$ cat src/rtl/satl_pkg.sv
// Shared constants, types and helpers for the set-associative tag lookup unit.
package satl_pkg;

  // Cache geometry
  localparam int WAYS         = 4;
  localparam int SET_COUNT    = 32;
  localparam int OFFSET_BITS  = 2;
  localparam int ADDRESS_BITS = 32;

  // Fixed field widths of the transaction payloads
  localparam int ADDR_W      = 32;
  localparam int SET_OUT_W   = 5;
  localparam int WAY_OUT_W   = 2;
  localparam int ETAG_OUT_W  = 25;
  localparam int CNT_W       = 32;
  localparam int TIME_CFG_W  = 8;

  // Derived geometry: index uses floor(log2(SET_COUNT)) bits
  localparam int IDX_BITS  = $clog2(SET_COUNT + 1) - 1;
  localparam int IDX_W     = (IDX_BITS > 0) ? IDX_BITS : 1;
  localparam int ROWS      = 1 << IDX_BITS;
  localparam int ADDR_USED = (ADDRESS_BITS < ADDR_W) ? ADDRESS_BITS : ADDR_W;
  localparam int TAG_RAW   = ADDR_USED - OFFSET_BITS - IDX_BITS;
  localparam int TAG_BITS  = (TAG_RAW > 0) ? TAG_RAW : 1;
  localparam int PTR_BITS  = (WAYS > 1) ? $clog2(WAYS) : 1;

  localparam logic [ADDR_W-1:0] ADDR_MASK =
    (ADDRESS_BITS >= ADDR_W) ? '1 : ((ADDR_W'(1) << ADDRESS_BITS) - ADDR_W'(1));
  localparam logic [ADDR_W-1:0] IDX_MASK = (ADDR_W'(1) << IDX_BITS) - ADDR_W'(1);

  // Configuration port
  localparam int PADDR_W = 4;
  localparam int PDATA_W = 32;

  typedef enum logic [1:0] {
    REG_MODE     = 2'd0,
    REG_HIT_TIME = 2'd1,
    REG_MISS_PEN = 2'd2
  } satl_reg_t;

  localparam logic        MODE_RESET     = 1'b1;
  localparam logic [7:0]  HIT_TIME_RESET = 8'd1;
  localparam logic [7:0]  MISS_PEN_RESET = 8'd35;

  // One stored set: all ways plus both replacement pointers
  typedef struct packed {
    logic [WAYS-1:0]                valid;
    logic [WAYS-1:0][TAG_BITS-1:0]  tag;
    logic [PTR_BITS-1:0]            fifo_ptr;
    logic [PTR_BITS-1:0]            lastin_ptr;
  } satl_row_t;

  localparam int ROW_W = $bits(satl_row_t);

  localparam satl_row_t ROW_RESET = '{
    valid:      '0,
    tag:        '0,
    fifo_ptr:   '0,
    lastin_ptr: PTR_BITS'(WAYS - 1)
  };

  // Outcome of one set lookup
  typedef struct packed {
    logic                 hit;
    logic [PTR_BITS-1:0]  way;
    logic                 evicted;
    logic [TAG_BITS-1:0]  old_tag;
  } satl_lookup_t;

  typedef enum logic {
    ST_IDLE,
    ST_LOOKUP
  } satl_state_t;

  // Saturating 32-bit add of an 8-bit amount
  function automatic logic [CNT_W-1:0] sat_add(input logic [CNT_W-1:0] a,
                                               input logic [TIME_CFG_W-1:0] b);
    logic [CNT_W:0] s;
    s = {1'b0, a} + (CNT_W+1)'(b);
    return s[CNT_W] ? '1 : s[CNT_W-1:0];
  endfunction

endpackage

$ cat src/rtl/satl_if.sv
// Valid/ready channel interfaces for access requests and lookup results.
interface satl_req_if;
  logic                            valid;
  logic                            ready;
  logic [satl_pkg::ADDR_W-1:0]     address;
  logic                            is_write;

  modport source (output valid, output address, output is_write, input ready);
  modport sink   (input valid, input address, input is_write, output ready);
endinterface

interface satl_rsp_if;
  logic                              valid;
  logic                              ready;
  logic                              hit;
  logic [satl_pkg::SET_OUT_W-1:0]    set_index;
  logic [satl_pkg::WAY_OUT_W-1:0]    way;
  logic                              evicted;
  logic [satl_pkg::ETAG_OUT_W-1:0]   evicted_tag;
  logic [satl_pkg::CNT_W-1:0]        total_time;
  logic [satl_pkg::CNT_W-1:0]        read_hits;
  logic [satl_pkg::CNT_W-1:0]        read_misses;
  logic [satl_pkg::CNT_W-1:0]        write_hits;
  logic [satl_pkg::CNT_W-1:0]        write_misses;

  modport source (output valid, output hit, output set_index, output way, output evicted,
                  output evicted_tag, output total_time, output read_hits,
                  output read_misses, output write_hits, output write_misses,
                  input ready);
  modport sink   (input valid, input hit, input set_index, input way, input evicted,
                  input evicted_tag, input total_time, input read_hits,
                  input read_misses, input write_hits, input write_misses,
                  output ready);
endinterface

$ cat src/rtl/set_assoc_cache_tag_lookup_unit.sv
// Top level: set RAM, lookup sequencer, statistics counters and register port.
//
//   channel | dir | handshake       | payload
//   --------+-----+-----------------+-----------------------------------------------
//   req     | in  | valid/ready     | address, is_write
//   rsp     | out | valid/ready     | hit, set_index, way, evicted, evicted_tag,
//           |     |                 | total_time, read/write hit/miss counts
//   apb     | in  | psel/penable    | paddr, pwdata, pwrite -> prdata, pready
//
// The set is read from the set RAM on acceptance and written back on commit, when the
// result is registered; commit waits while an earlier result still waits on rsp.
// A new request is taken while a result still waits on rsp; the lookup then holds
// until the result register frees. Reset clears the per-set valid flags at once,
// so a set not yet written reads as empty and no clearing pass is needed.
module set_assoc_cache_tag_lookup_unit (
  input  logic                            clk,
  input  logic                            rst,
  satl_req_if.sink                        req,
  satl_rsp_if.source                      rsp,
  input  logic                            psel,
  input  logic                            penable,
  input  logic                            pwrite,
  input  logic [satl_pkg::PADDR_W-1:0]    paddr,
  input  logic [satl_pkg::PDATA_W-1:0]    pwdata,
  output logic [satl_pkg::PDATA_W-1:0]    prdata,
  output logic                            pready
);
  import satl_pkg::*;

  // Configuration registers
  logic                   replacement_mode;
  logic [TIME_CFG_W-1:0]  hit_time;
  logic [TIME_CFG_W-1:0]  miss_penalty;
  logic                   cfg_wr;
  satl_reg_t              cfg_sel;

  // Sequencer and captured request
  satl_state_t            state, state_next;
  logic                   accept;
  logic                   commit;
  logic [IDX_W-1:0]       set_q;
  logic [TAG_BITS-1:0]    tag_q;
  logic                   is_write_q;
  logic [ADDR_W-1:0]      addr_shift;
  logic [IDX_W-1:0]       req_set;
  logic [TAG_BITS-1:0]    req_tag;

  // Set storage
  logic [ROWS-1:0]        row_valid;
  logic [ROW_W-1:0]       ram_rd_data;
  satl_row_t              row_cur;
  satl_row_t              row_next;
  satl_lookup_t           res;

  // Statistics
  logic [CNT_W-1:0]       time_total;
  logic [CNT_W-1:0]       read_hit_count;
  logic [CNT_W-1:0]       read_miss_count;
  logic [CNT_W-1:0]       write_hit_count;
  logic [CNT_W-1:0]       write_miss_count;

  // Result register
  logic                   rsp_valid;
  logic                   rsp_hit;
  logic [SET_OUT_W-1:0]   rsp_set;
  logic [WAY_OUT_W-1:0]   rsp_way;
  logic                   rsp_evicted;
  logic [ETAG_OUT_W-1:0]  rsp_etag;
  logic [63:0]            etag_wide;

  // Register port
  assign pready  = 1'b1;
  assign cfg_wr  = psel && penable && pwrite;
  assign cfg_sel = satl_reg_t'(paddr[3:2]);

  always_ff @(posedge clk) begin
    if (rst) begin
      replacement_mode <= MODE_RESET;
      hit_time         <= HIT_TIME_RESET;
      miss_penalty     <= MISS_PEN_RESET;
    end else if (cfg_wr) begin
      case (cfg_sel)
        REG_MODE:     replacement_mode <= pwdata[0];
        REG_HIT_TIME: hit_time         <= pwdata[TIME_CFG_W-1:0];
        REG_MISS_PEN: miss_penalty     <= pwdata[TIME_CFG_W-1:0];
        default:      ;
      endcase
    end
  end

  always_comb begin
    case (cfg_sel)
      REG_MODE:     prdata = PDATA_W'(replacement_mode);
      REG_HIT_TIME: prdata = PDATA_W'(hit_time);
      REG_MISS_PEN: prdata = PDATA_W'(miss_penalty);
      default:      prdata = '0;
    endcase
  end

  // Address split
  assign addr_shift = (req.address & ADDR_MASK) >> OFFSET_BITS;
  assign req_set    = IDX_W'(addr_shift & IDX_MASK);
  assign req_tag    = TAG_BITS'(addr_shift >> IDX_BITS);

  // Sequencer: next state
  always_comb begin
    state_next = state;
    case (state)
      ST_IDLE:   if (accept) state_next = ST_LOOKUP;
      ST_LOOKUP: if (commit) state_next = ST_IDLE;
      default:   state_next = ST_IDLE;
    endcase
  end

  // Sequencer: outputs
  always_comb begin
    req.ready = 1'b0;
    commit    = 1'b0;
    case (state)
      ST_IDLE:   req.ready = 1'b1;
      ST_LOOKUP: commit    = !rsp_valid || rsp.ready;
      default:   ;
    endcase
  end

  assign accept = req.valid && req.ready;

  always_ff @(posedge clk) begin
    if (rst) begin
      state <= ST_IDLE;
    end else begin
      state <= state_next;
    end
  end

  // Captured request fields
  always_ff @(posedge clk) begin
    if (accept) begin
      set_q      <= req_set;
      tag_q      <= req_tag;
      is_write_q <= req.is_write;
    end
  end

  // Set RAM: read on acceptance, write back on commit
  satl_ram #(
    .WIDTH (ROW_W),
    .DEPTH (ROWS)
  ) u_set_ram (
    .clk     (clk),
    .wr_en   (commit),
    .wr_addr (set_q),
    .wr_data (row_next),
    .rd_en   (accept),
    .rd_addr (req_set),
    .rd_data (ram_rd_data)
  );

  // Sets never written read as empty
  always_ff @(posedge clk) begin
    if (rst) begin
      row_valid <= '0;
    end else if (commit) begin
      row_valid[set_q] <= 1'b1;
    end
  end

  assign row_cur = row_valid[set_q] ? satl_row_t'(ram_rd_data) : ROW_RESET;

  satl_way_sel u_way_sel (
    .row      (row_cur),
    .tag      (tag_q),
    .mode     (replacement_mode),
    .res      (res),
    .row_next (row_next)
  );

  // Statistics counters
  always_ff @(posedge clk) begin
    if (rst) begin
      time_total       <= '0;
      read_hit_count   <= '0;
      read_miss_count  <= '0;
      write_hit_count  <= '0;
      write_miss_count <= '0;
    end else if (commit) begin
      if (res.hit) begin
        time_total <= sat_add(time_total, hit_time);
        if (is_write_q) write_hit_count <= sat_add(write_hit_count, TIME_CFG_W'(1));
        else            read_hit_count  <= sat_add(read_hit_count, TIME_CFG_W'(1));
      end else begin
        time_total <= sat_add(time_total, miss_penalty);
        if (is_write_q) write_miss_count <= sat_add(write_miss_count, TIME_CFG_W'(1));
        else            read_miss_count  <= sat_add(read_miss_count, TIME_CFG_W'(1));
      end
    end
  end

  // Result register
  assign etag_wide = 64'(res.old_tag);

  always_ff @(posedge clk) begin
    if (rst) begin
      rsp_valid <= 1'b0;
    end else if (commit) begin
      rsp_valid <= 1'b1;
    end else if (rsp.ready) begin
      rsp_valid <= 1'b0;
    end
  end

  always_ff @(posedge clk) begin
    if (commit) begin
      rsp_hit     <= res.hit;
      rsp_set     <= SET_OUT_W'(set_q);
      rsp_way     <= WAY_OUT_W'(res.way);
      rsp_evicted <= res.evicted;
      rsp_etag    <= etag_wide[ETAG_OUT_W-1:0];
    end
  end

  assign rsp.valid        = rsp_valid;
  assign rsp.hit          = rsp_hit;
  assign rsp.set_index    = rsp_set;
  assign rsp.way          = rsp_way;
  assign rsp.evicted      = rsp_evicted;
  assign rsp.evicted_tag  = rsp_etag;
  assign rsp.total_time   = time_total;
  assign rsp.read_hits    = read_hit_count;
  assign rsp.read_misses  = read_miss_count;
  assign rsp.write_hits   = write_hit_count;
  assign rsp.write_misses = write_miss_count;

endmodule

$ cat src/rtl/satl_ram.sv
// Generic single-port-write, single-port-read RAM with registered read data.
module satl_ram #(
  parameter int WIDTH = 8,
  parameter int DEPTH = 32
) (
  input  logic                                   clk,
  input  logic                                   wr_en,
  input  logic [((DEPTH > 1) ? $clog2(DEPTH) : 1)-1:0] wr_addr,
  input  logic [WIDTH-1:0]                       wr_data,
  input  logic                                   rd_en,
  input  logic [((DEPTH > 1) ? $clog2(DEPTH) : 1)-1:0] rd_addr,
  output logic [WIDTH-1:0]                       rd_data
);

  logic [WIDTH-1:0] mem [DEPTH];

  always_ff @(posedge clk) begin
    if (wr_en) begin
      mem[wr_addr] <= wr_data;
    end
    if (rd_en) begin
      rd_data <= mem[rd_addr];
    end
  end

endmodule

$ cat src/rtl/satl_way_sel.sv
// Tag compare, victim choice and updated set contents for one lookup.
module satl_way_sel (
  input  satl_pkg::satl_row_t                 row,
  input  logic [satl_pkg::TAG_BITS-1:0]       tag,
  input  logic                                mode,
  output satl_pkg::satl_lookup_t              res,
  output satl_pkg::satl_row_t                 row_next
);
  import satl_pkg::*;

  logic                 hit;
  logic [PTR_BITS-1:0]  hit_way;
  logic                 free;
  logic [PTR_BITS-1:0]  free_way;

  // Lowest valid matching way and lowest invalid way
  always_comb begin
    hit      = 1'b0;
    hit_way  = '0;
    free     = 1'b0;
    free_way = '0;
    for (int w = WAYS - 1; w >= 0; w--) begin
      if (row.valid[w] && (row.tag[w] == tag)) begin
        hit     = 1'b1;
        hit_way = PTR_BITS'(w);
      end
      if (!row.valid[w]) begin
        free     = 1'b1;
        free_way = PTR_BITS'(w);
      end
    end
  end

  // Choose the way to report and build the set to write back
  always_comb begin
    res      = '0;
    row_next = row;
    if (hit) begin
      res.hit = 1'b1;
      res.way = hit_way;
    end else if (free) begin
      res.way                 = free_way;
      row_next.valid[free_way] = 1'b1;
      row_next.tag[free_way]   = tag;
    end else begin
      res.evicted = 1'b1;
      if (mode == 1'b0) begin
        res.way = row.fifo_ptr;
        row_next.fifo_ptr = (row.fifo_ptr == PTR_BITS'(WAYS - 1)) ? '0
                                                                   : row.fifo_ptr + 1'b1;
      end else begin
        res.way = row.lastin_ptr;
        row_next.lastin_ptr = (row.lastin_ptr == '0) ? PTR_BITS'(WAYS - 1)
                                                     : row.lastin_ptr - 1'b1;
      end
      res.old_tag             = row.tag[res.way];
      row_next.tag[res.way]   = tag;
    end
  end

endmodule
$ cat src/flat_wrapper.sv
// flat-port wrapper written by rule: the top's interface ports become plain ports
module set_assoc_cache_tag_lookup_unit_flat import satl_pkg::*;
  (clk, rst, psel, penable, pwrite, paddr, pwdata, prdata, pready, req_valid, req_address, req_is_write, req_ready, rsp_valid, rsp_hit, rsp_set_index, rsp_way, rsp_evicted, rsp_evicted_tag, rsp_total_time, rsp_read_hits, rsp_read_misses, rsp_write_hits, rsp_write_misses, rsp_ready);
  satl_req_if req_i ();
  satl_rsp_if rsp_i ();
  input  logic clk;
  input  logic rst;
  input  logic psel;
  input  logic penable;
  input  logic pwrite;
  input  logic [satl_pkg::PADDR_W-1:0] paddr;
  input  logic [satl_pkg::PDATA_W-1:0] pwdata;
  output logic [satl_pkg::PDATA_W-1:0] prdata;
  output logic pready;
  input wire logic [$bits(req_i.valid)-1:0] req_valid;
  input wire logic [$bits(req_i.address)-1:0] req_address;
  input wire logic [$bits(req_i.is_write)-1:0] req_is_write;
  output wire logic [$bits(req_i.ready)-1:0] req_ready;
  output wire logic [$bits(rsp_i.valid)-1:0] rsp_valid;
  output wire logic [$bits(rsp_i.hit)-1:0] rsp_hit;
  output wire logic [$bits(rsp_i.set_index)-1:0] rsp_set_index;
  output wire logic [$bits(rsp_i.way)-1:0] rsp_way;
  output wire logic [$bits(rsp_i.evicted)-1:0] rsp_evicted;
  output wire logic [$bits(rsp_i.evicted_tag)-1:0] rsp_evicted_tag;
  output wire logic [$bits(rsp_i.total_time)-1:0] rsp_total_time;
  output wire logic [$bits(rsp_i.read_hits)-1:0] rsp_read_hits;
  output wire logic [$bits(rsp_i.read_misses)-1:0] rsp_read_misses;
  output wire logic [$bits(rsp_i.write_hits)-1:0] rsp_write_hits;
  output wire logic [$bits(rsp_i.write_misses)-1:0] rsp_write_misses;
  input wire logic [$bits(rsp_i.ready)-1:0] rsp_ready;
  assign req_i.valid = req_valid;
  assign req_i.address = req_address;
  assign req_i.is_write = req_is_write;
  assign req_ready = req_i.ready;
  assign rsp_valid = rsp_i.valid;
  assign rsp_hit = rsp_i.hit;
  assign rsp_set_index = rsp_i.set_index;
  assign rsp_way = rsp_i.way;
  assign rsp_evicted = rsp_i.evicted;
  assign rsp_evicted_tag = rsp_i.evicted_tag;
  assign rsp_total_time = rsp_i.total_time;
  assign rsp_read_hits = rsp_i.read_hits;
  assign rsp_read_misses = rsp_i.read_misses;
  assign rsp_write_hits = rsp_i.write_hits;
  assign rsp_write_misses = rsp_i.write_misses;
  assign rsp_i.ready = rsp_ready;
  set_assoc_cache_tag_lookup_unit u_core (.clk(clk), .rst(rst), .req(req_i), .rsp(rsp_i), .psel(psel), .penable(penable), .pwrite(pwrite), .paddr(paddr), .pwdata(pwdata), .prdata(prdata), .pready(pready));
endmodule
$ cat config.mk
export PLATFORM = sky130hd
export DESIGN_NAME = set_assoc_cache_tag_lookup_unit_flat
export DESIGN_NICKNAME = d
export VERILOG_FILES = /design/src/rtl/satl_pkg.sv /design/src/rtl/satl_if.sv /design/src/rtl/set_assoc_cache_tag_lookup_unit.sv /design/src/rtl/satl_ram.sv /design/src/rtl/satl_way_sel.sv /design/src/flat_wrapper.sv
export SDC_FILE = /design/constraint.sdc
export NUM_CORES = 2
export LEC_CHECK = 0
export BUFFER_PORTS_ARGS = -buffer_cell sky130_fd_sc_hd__buf_2
export CORE_MARGIN = 2
export CORE_UTILIZATION = 55
export DETAILED_ROUTE_END_ITERATION = 7
export GPL_TIMING_DRIVEN = 1
export PLACE_DENSITY = 0.74
export SLEW_MARGIN = 5
export SYNTH_ARGS = -nofsm -noshare
export SYNTH_HDL_FRONTEND = slang
export SYNTH_HIERARCHICAL = 1
export SYNTH_SLANG_ARGS = --single-unit
$ cat constraint.sdc
create_clock -name clk -period 7.9 [get_ports clk]
set_clock_uncertainty 0.05 [all_clocks]
set_input_delay 1.185 -clock clk [delete_from_list [all_inputs] [get_ports clk]]
set_output_delay 1.185 -clock clk [all_outputs]
set_load 0.02 [all_outputs]
## After elaboration in Yosys (flattened, before gate mapping)

Memory sizes are Yosys's and may differ from the RTL's. A register that Yosys moved wholly into a read port is not among the register bits.
Cells that the tools add are included.

| storage, ports and cells | value |
|---|---|
| flip-flop bits (word level) | 276 |
| bits in latches | 0 |
| bits in writable memories | 3456 |
| ROM bits | 0 |
| bits of input ports | 76 |
| output and inout port bits | 229 |
| word-level logic and storage cells | 132 |
| memories kept | 1 |

| operators by class | value |
|---|---|
| add/subtract/negate cells | 8 |
| multiply operators | 0 |
| div/mod/pow operators | 0 |
| order comparisons | 6 |
| eq/ne operators | 7 |
| shift operators | 0 |
| multiplexer cells | 63 |
| bitwise gates (word level) | 5 |
| reductions and logical operators | 23 |

Memories:

| memory | depth | bits a word | read ports | clocked after Yosys merged registers in | write ports | RTL line | source |
|---|---|---|---|---|---|---|---|
| u_core.u_set_ram.mem | 32 | 108 | 1 | 1 | 1 | satl_ram.sv:15 | `logic [WIDTH-1:0] mem [DEPTH];` |

Operators with widths:

| operator | count |
|---|---|
| $mux 32 | 7 |
| $mux 108 | 2 |
| $bwmux 100 | 2 |
| $add 32x1->33 const B | 4 |
| $demux 25 s2 | 2 |
| $eq 25x25->1 | 4 |
| $mux 100 | 1 |
| $mux 25 | 3 |
| $add 32x8->33 | 2 |
| $bmux 25 s2 | 1 |
| $mux 2 | 17 |
| $or 32x32->32 | 1 |
| $mux 26 | 1 |
| $pmux 8 s3 | 1 |
| $mux 1 | 20 |
| $reduce_and 3->1 | 4 |
| $logic_and 1x1->1 | 10 |
| $mux 4 | 2 |
| $lt 2x3->1 const B | 2 |
| $lt 5x6->1 const B | 1 |
| $reduce_and 2->1 | 3 |
| $bmux 1 s5 | 1 |
| $demux 1 s5 | 1 |
| $ge 5x1->1 const B | 1 |
| 14 further kinds | 19 |

## Depth between registers and ports, before layout

| depth | value |
|---|---|
| word-level depth | 17 |
| depth in mapped cells | 24 |
| depth with buffers taken out | 18 |

## Modules after synthesis

The synthesis kept the hierarchy.

By module, submodules not included:

| module | instances | cells an instance | area an instance (sq um) | seq. area each (sq um) |
|---|---|---|---|---|
| satl_ram | 1 | 6294 | 134341.3 | 107022.6 |
| set_assoc_cache_tag_lookup_unit | 1 | 1506 | 13887.1 | 6175.9 |
| satl_way_sel | 1 | 377 | 3738.6 | 0.0 |

## Worst setup path before layout

OpenSTA, ideal clock, no wires.

| path | value |
|---|---|
| path type | input port to flip-flop |
| from | in rsp_ready |
| to | mem u_core/u_set_ram/mem[28][0] (netlist bit), enable pin |
| library setup time | 0.576 ns |
| data arrival time | 7.306 ns |
| required time | 7.274 ns |
| setup slack | -0.032 ns |
| stages on the path | 8 |
| path buffers | 3 |
| cells stage by stage | nand2b_1 -> clkbuf_1 -> nand2_1 -> clkinv_1 -> clkbuf_8 -> or3b_2 -> clkbuf_1 -> nor2_1 |

| between the ends | value |
|---|---|
| word-level cells in the longest chain between the ends | 4 |

Ends and longest elaborated chain:

| item | RTL line | source |
|---|---|---|
| start: declaration | flat_wrapper.sv:30 | `input wire logic [$bits(rsp_i.ready)-1:0] rsp_ready;` |
| $logic_or 1x1->1 | set_assoc_cache_tag_lookup_unit.sv:121 | `ST_LOOKUP: commit = !rsp_valid \|\| rsp.ready;` |
| $mux 1 | set_assoc_cache_tag_lookup_unit.sv:119 | `case (state)` |
| net u_core.commit | set_assoc_cache_tag_lookup_unit.sv:40 | `logic commit;` |
| $mux 1 | satl_ram.sv:18 | `if (wr_en) begin` |
| $mux 1 (not written as such) | satl_ram.sv:19 | `mem[wr_addr] <= wr_data;` |
| end: declaration | satl_ram.sv:15 |  |

The timed path passes the listed nets, and every way through them passes these cells.

==> flow_metrics.tcl <==
set metrics [dict create \
    clk_latency_ns 0.93 \
    crit_family "simple AND/OR/NAND/NOR gates" \
    syn_to_final_growth_pct 12.08 \
    rows 192 \
    status "complete, no violations" \
    cts_buffers 368 \
    drtAntennaViolNets 0 \
    hold_path.class "in2reg" \
    initial_utilization_pct 55.39 \
    gp_congestion 0.9173 \
    io-pin-count 305 \
    grt_max_degree 126 \
    power.share.clock_pct 41.9 \
    drtIter0Drc 13020 \
    ctsResizeCount 0 \
    synth_edf_count 3629 \
    slowest_stage "edfxtp_1" \
    p_int_mw 32.69 \
    final_nets 8667 \
    period_share_pct 90.75 \
    finalHoldViolations 0 \
    clock_tree.root_cell "clkbuf_16" \
    worstPathRequired_ns 8.66 \
    r2r_slack_ns 0.73 \
    maxCapViolations 0 \
    reg2regPathDepth 18 \
    critical_path.max_fanout 46 \
    slew_headroom_pct 11.90 \
    min_from "req_address[29]" \
    vdd_ir_drop_max_uv 264.3 \
    crit_path_end_kind "register" \
    crit_buf_inv 3 \
    r2r-end "u_core/rsp.read_hits[8]" \
    drive_gt1_share_pct 19.02 \
    wire_per_inst_um 33.42 \
    arrival_ns 7.93 \
    worstPathCellList "mux4_4 > a22oi_1 > nand3_1 > a21oi_4 > buf_12 > buf_12 > and2b_2 > xnor2_1 > nand4_1 > nor4_1 > nand4_1 > nand4_1 > buf_12 > nand4b_1 > nor3_1 > and2_1 > nand2_1 > a21oi_1" \
    hold_slack_ns 0.3987 \
    post-cts-setup-buffer-count 0 \
    clk_pin_slew_ns 0.07 \
    routed_wl_mm 419.5 \
    async_flop_share_pct 0 \
    vias_per_cell 6.763 \
    clock_sinks 3840 \
    cts_tree "done" \
    core_area_um2 274300 \
    min_delay_worst_endpoint "u_core/tag_q[22]" \
    power_frac_seq_pct 54.0 \
    dpl.hpwl_mm 221.6 \
    powerDensity_nw_per_um2 242.9 \
    max_freq_ghz 0.1395 \
    place_area_um2 158500 \
    ctsHoldBuffers 0 \
    p_switching_mw 8.679 \
    report.power.total_mw 41.37 \
    rsz0062_at_grt "false" \
    h-tree-depth 5 \
    grt_overflow 0 \
    track_usage_pct 29.42 \
    grt_antenna_before_repair 15 \
    setup_viol 0 \
    ys_seq_area_share_pct 74.49 \
    grt_pass1_wl_mm 590.6 \
    worstSetupPathType "reg2reg" \
    fin_crit_ns 7.169 \
    dp.cells 11880 \
    crit_path_start_kind "register" \
    fin_area_um2 170300 \
    hold_depth 1 \
    vias 84890 \
    r2r_start "u_core/set_q[0]" \
    synth_area_um2 152000 \
    ys_warn_count 6 \
    clock_path_buffers 4 \
    leakage_nw 59.63 \
    maxSlewViolCount 0 \
    ys.flop_type "edfxtp_1" \
    pwr-share-comb_pct 4.0 \
    p_sw_share_pct 20.98 \
    drc 0 \
    portBuffers 251 \
    yosys_register_bits 3840 \
    grt_pass1_vias 82000 \
    finalNonFillerCells 12550 \
    syn-mean-instance-area_um2 18.58 \
    yosys.cell_types.count 103 \
    synthesis.instances 8177 \
    cp_slowest_stage_delay_ns 0.89 \
    die_h_um 529.6 \
    final_cell_mix "edfxtp_1, mux2i_1, a22oi_1" \
    first_pass_iters 6 \
    layout_commonest_cell "edfxtp_1" \
    nFillCells 18560 \
    worst_pin_slew_ns 1.318 \
    die-area_um2 280500 \
    tns_ns 0 \
    chipWidth_um 529.6 \
]
stage by stage:
stage / util, % / setup slack [ns]
after floorplan: - / -0.03218
after global placement: 57.79 / 1.079
after detailed placement: 57.79 / 0.9525
after CTS: 62.07 / 0.9370
after global routing: 62.08 / 0.4020
final: 62.09 / 0.7310
worst reg2reg max path: cells and delay by family, from the launching register on:
| kind | cells | cell delay, ns |
|---|---|---|
| AOI/OAI and AO/OA | 3 | 0.73 |
| xor gates and xnor gates | 1 | 0.34 |
| buffers and inverters | 3 | 0.96 |
| DFF | 1 | 0.89 |
| muxes | 1 | 0.74 |
| and+or+nand+nor | 10 | 3.38 |
layout make-up:
type | instances | area, um2 | share of cell area (%)
clock inverters | 206 | 2143 | 1.258
flip-flops and latches | 3840 | 113200 | 66.46
well taps | 3686 | 4612 | 2.708
multi-input cells | 3821 | 36510 | 21.43
repair buffers | 501 | 4090 | 2.401
clock buffers | 451 | 9614 | 5.645
diodes | 13 | 32.53 | 0.01910
inverters | 35 | 131.4 | 0.07713
power groups by stage:
stage	combinational [mW]	clock, mW	sequential (mW)
finish	1.67	17.3	22.3
global route	1.74	18.3	22.3
CTS	1.64	17.5	22.3
detailed placement	1.63	0	22.8
global placement	1.60	0	22.8
floorplan	1.11	0	22.7
Yosys cell counts, types with 7 or more instances:
library cell | number | area, um2
mux2_4 | 42 | 630.6
a21o_1 | 7 | 52.55
a21oi_1 | 173 | 865.8
buf_6 | 19 | 214.0
ha_1 | 22 | 275.3
nand3_1 | 284 | 1421
and2b_2 | 11 | 96.34
nor2_1 | 166 | 623.1
o21a_1 | 8 | 60.06
nand2_1 | 121 | 454.2
o21ai_0 | 43 | 215.2
or3_1 | 10 | 62.56
xnor2_1 | 90 | 788.3
or2_2 | 7 | 43.79
nor2b_1 | 114 | 713.2
and3_1 | 22 | 137.6
a31oi_1 | 80 | 500.5
nand4_1 | 110 | 688.2
and4_1 | 18 | 157.7
a22oi_1 | 573 | 4302
clkbuf_1 | 205 | 769.5
buf_4 | 91 | 683.2
inv_1 | 34 | 127.6
nor3_1 | 52 | 260.3
mux2_1 | 11 | 123.9
edfxtp_1 | 3629 | 109000
and2_1 | 41 | 256.5
buf_1 | 17 | 63.81
a211oi_1 | 20 | 150.1
mux2i_1 | 889 | 8899
mux4_2 | 461 | 10380
mux2_2 | 52 | 585.6
nand2b_1 | 8 | 50.05
buf_2 | 164 | 820.8
o31ai_1 | 7 | 52.55
nor4_1 | 29 | 181.4
o22ai_1 | 8 | 50.05
nor3b_1 | 10 | 75.07
dfxtp_1 | 211 | 4224
xor2_1 | 117 | 1025
a22o_1 | 66 | 578.1
worst max path at each step:
stage,cells past startpoint,end,startpoint
finish,18,u_core/rsp.read_hits[8],u_core/set_q[0]
global placement,18,u_core/rsp.read_hits[27],u_core/set_q[0]
floorplan,8,u_core/u_set_ram/mem[28][0],rsp_ready
detailed placement,18,u_core/rsp.read_hits[25],u_core/set_q[0]
global route,18,u_core/rsp.read_hits[25],u_core/set_q[0]
CTS,18,u_core/rsp.read_hits[25],u_core/set_q[0]
registers in the layout (all words and copies together), names as in the netlist, 2 cells and up:
signal,count
u_core/u_set_ram/mem,3456
u_core/u_set_ram/rd_data,108
u_core/row_valid,32
u_core/rsp.read_hits,32
u_core/rsp.read_misses,32
u_core/rsp.total_time,32
u_core/rsp.write_hits,32
u_core/rsp.write_misses,32
u_core/rsp.evicted_tag,25
u_core/tag_q,25
u_core/hit_time,8
u_core/miss_penalty,8
u_core/rsp.set_index,5
u_core/set_q,5
u_core/rsp.way,2
layer usage:
layer | vias up | GRT usage, % | wire length (um)
met4 | 8 | 12.36 | 20740
met3 | 1019 | 5.941 | 51840
met2 | 6090 | 45.99 | 194900
li1 | 34040 | - | -
met1 | 43740 | 40.68 | 151900
met5 | - | 0 | 53
logic make-up (layout without fill, tap and decap cells):
family	Yosys count	after routing	synth area share (%)
AOI/OAI and AO/OA	1058	1058	4.933
xor gates and xnor gates	207	207	1.193
adders and majority gates	24	24	0.2075
buffers and inverters	539	1193	1.820
DFF	3840	3840	74.49
muxes	1461	1461	13.66
other	2	38	0.004942
and+or+nand+nor	1046	1046	3.689
Power figures use the tool's default switching activity.
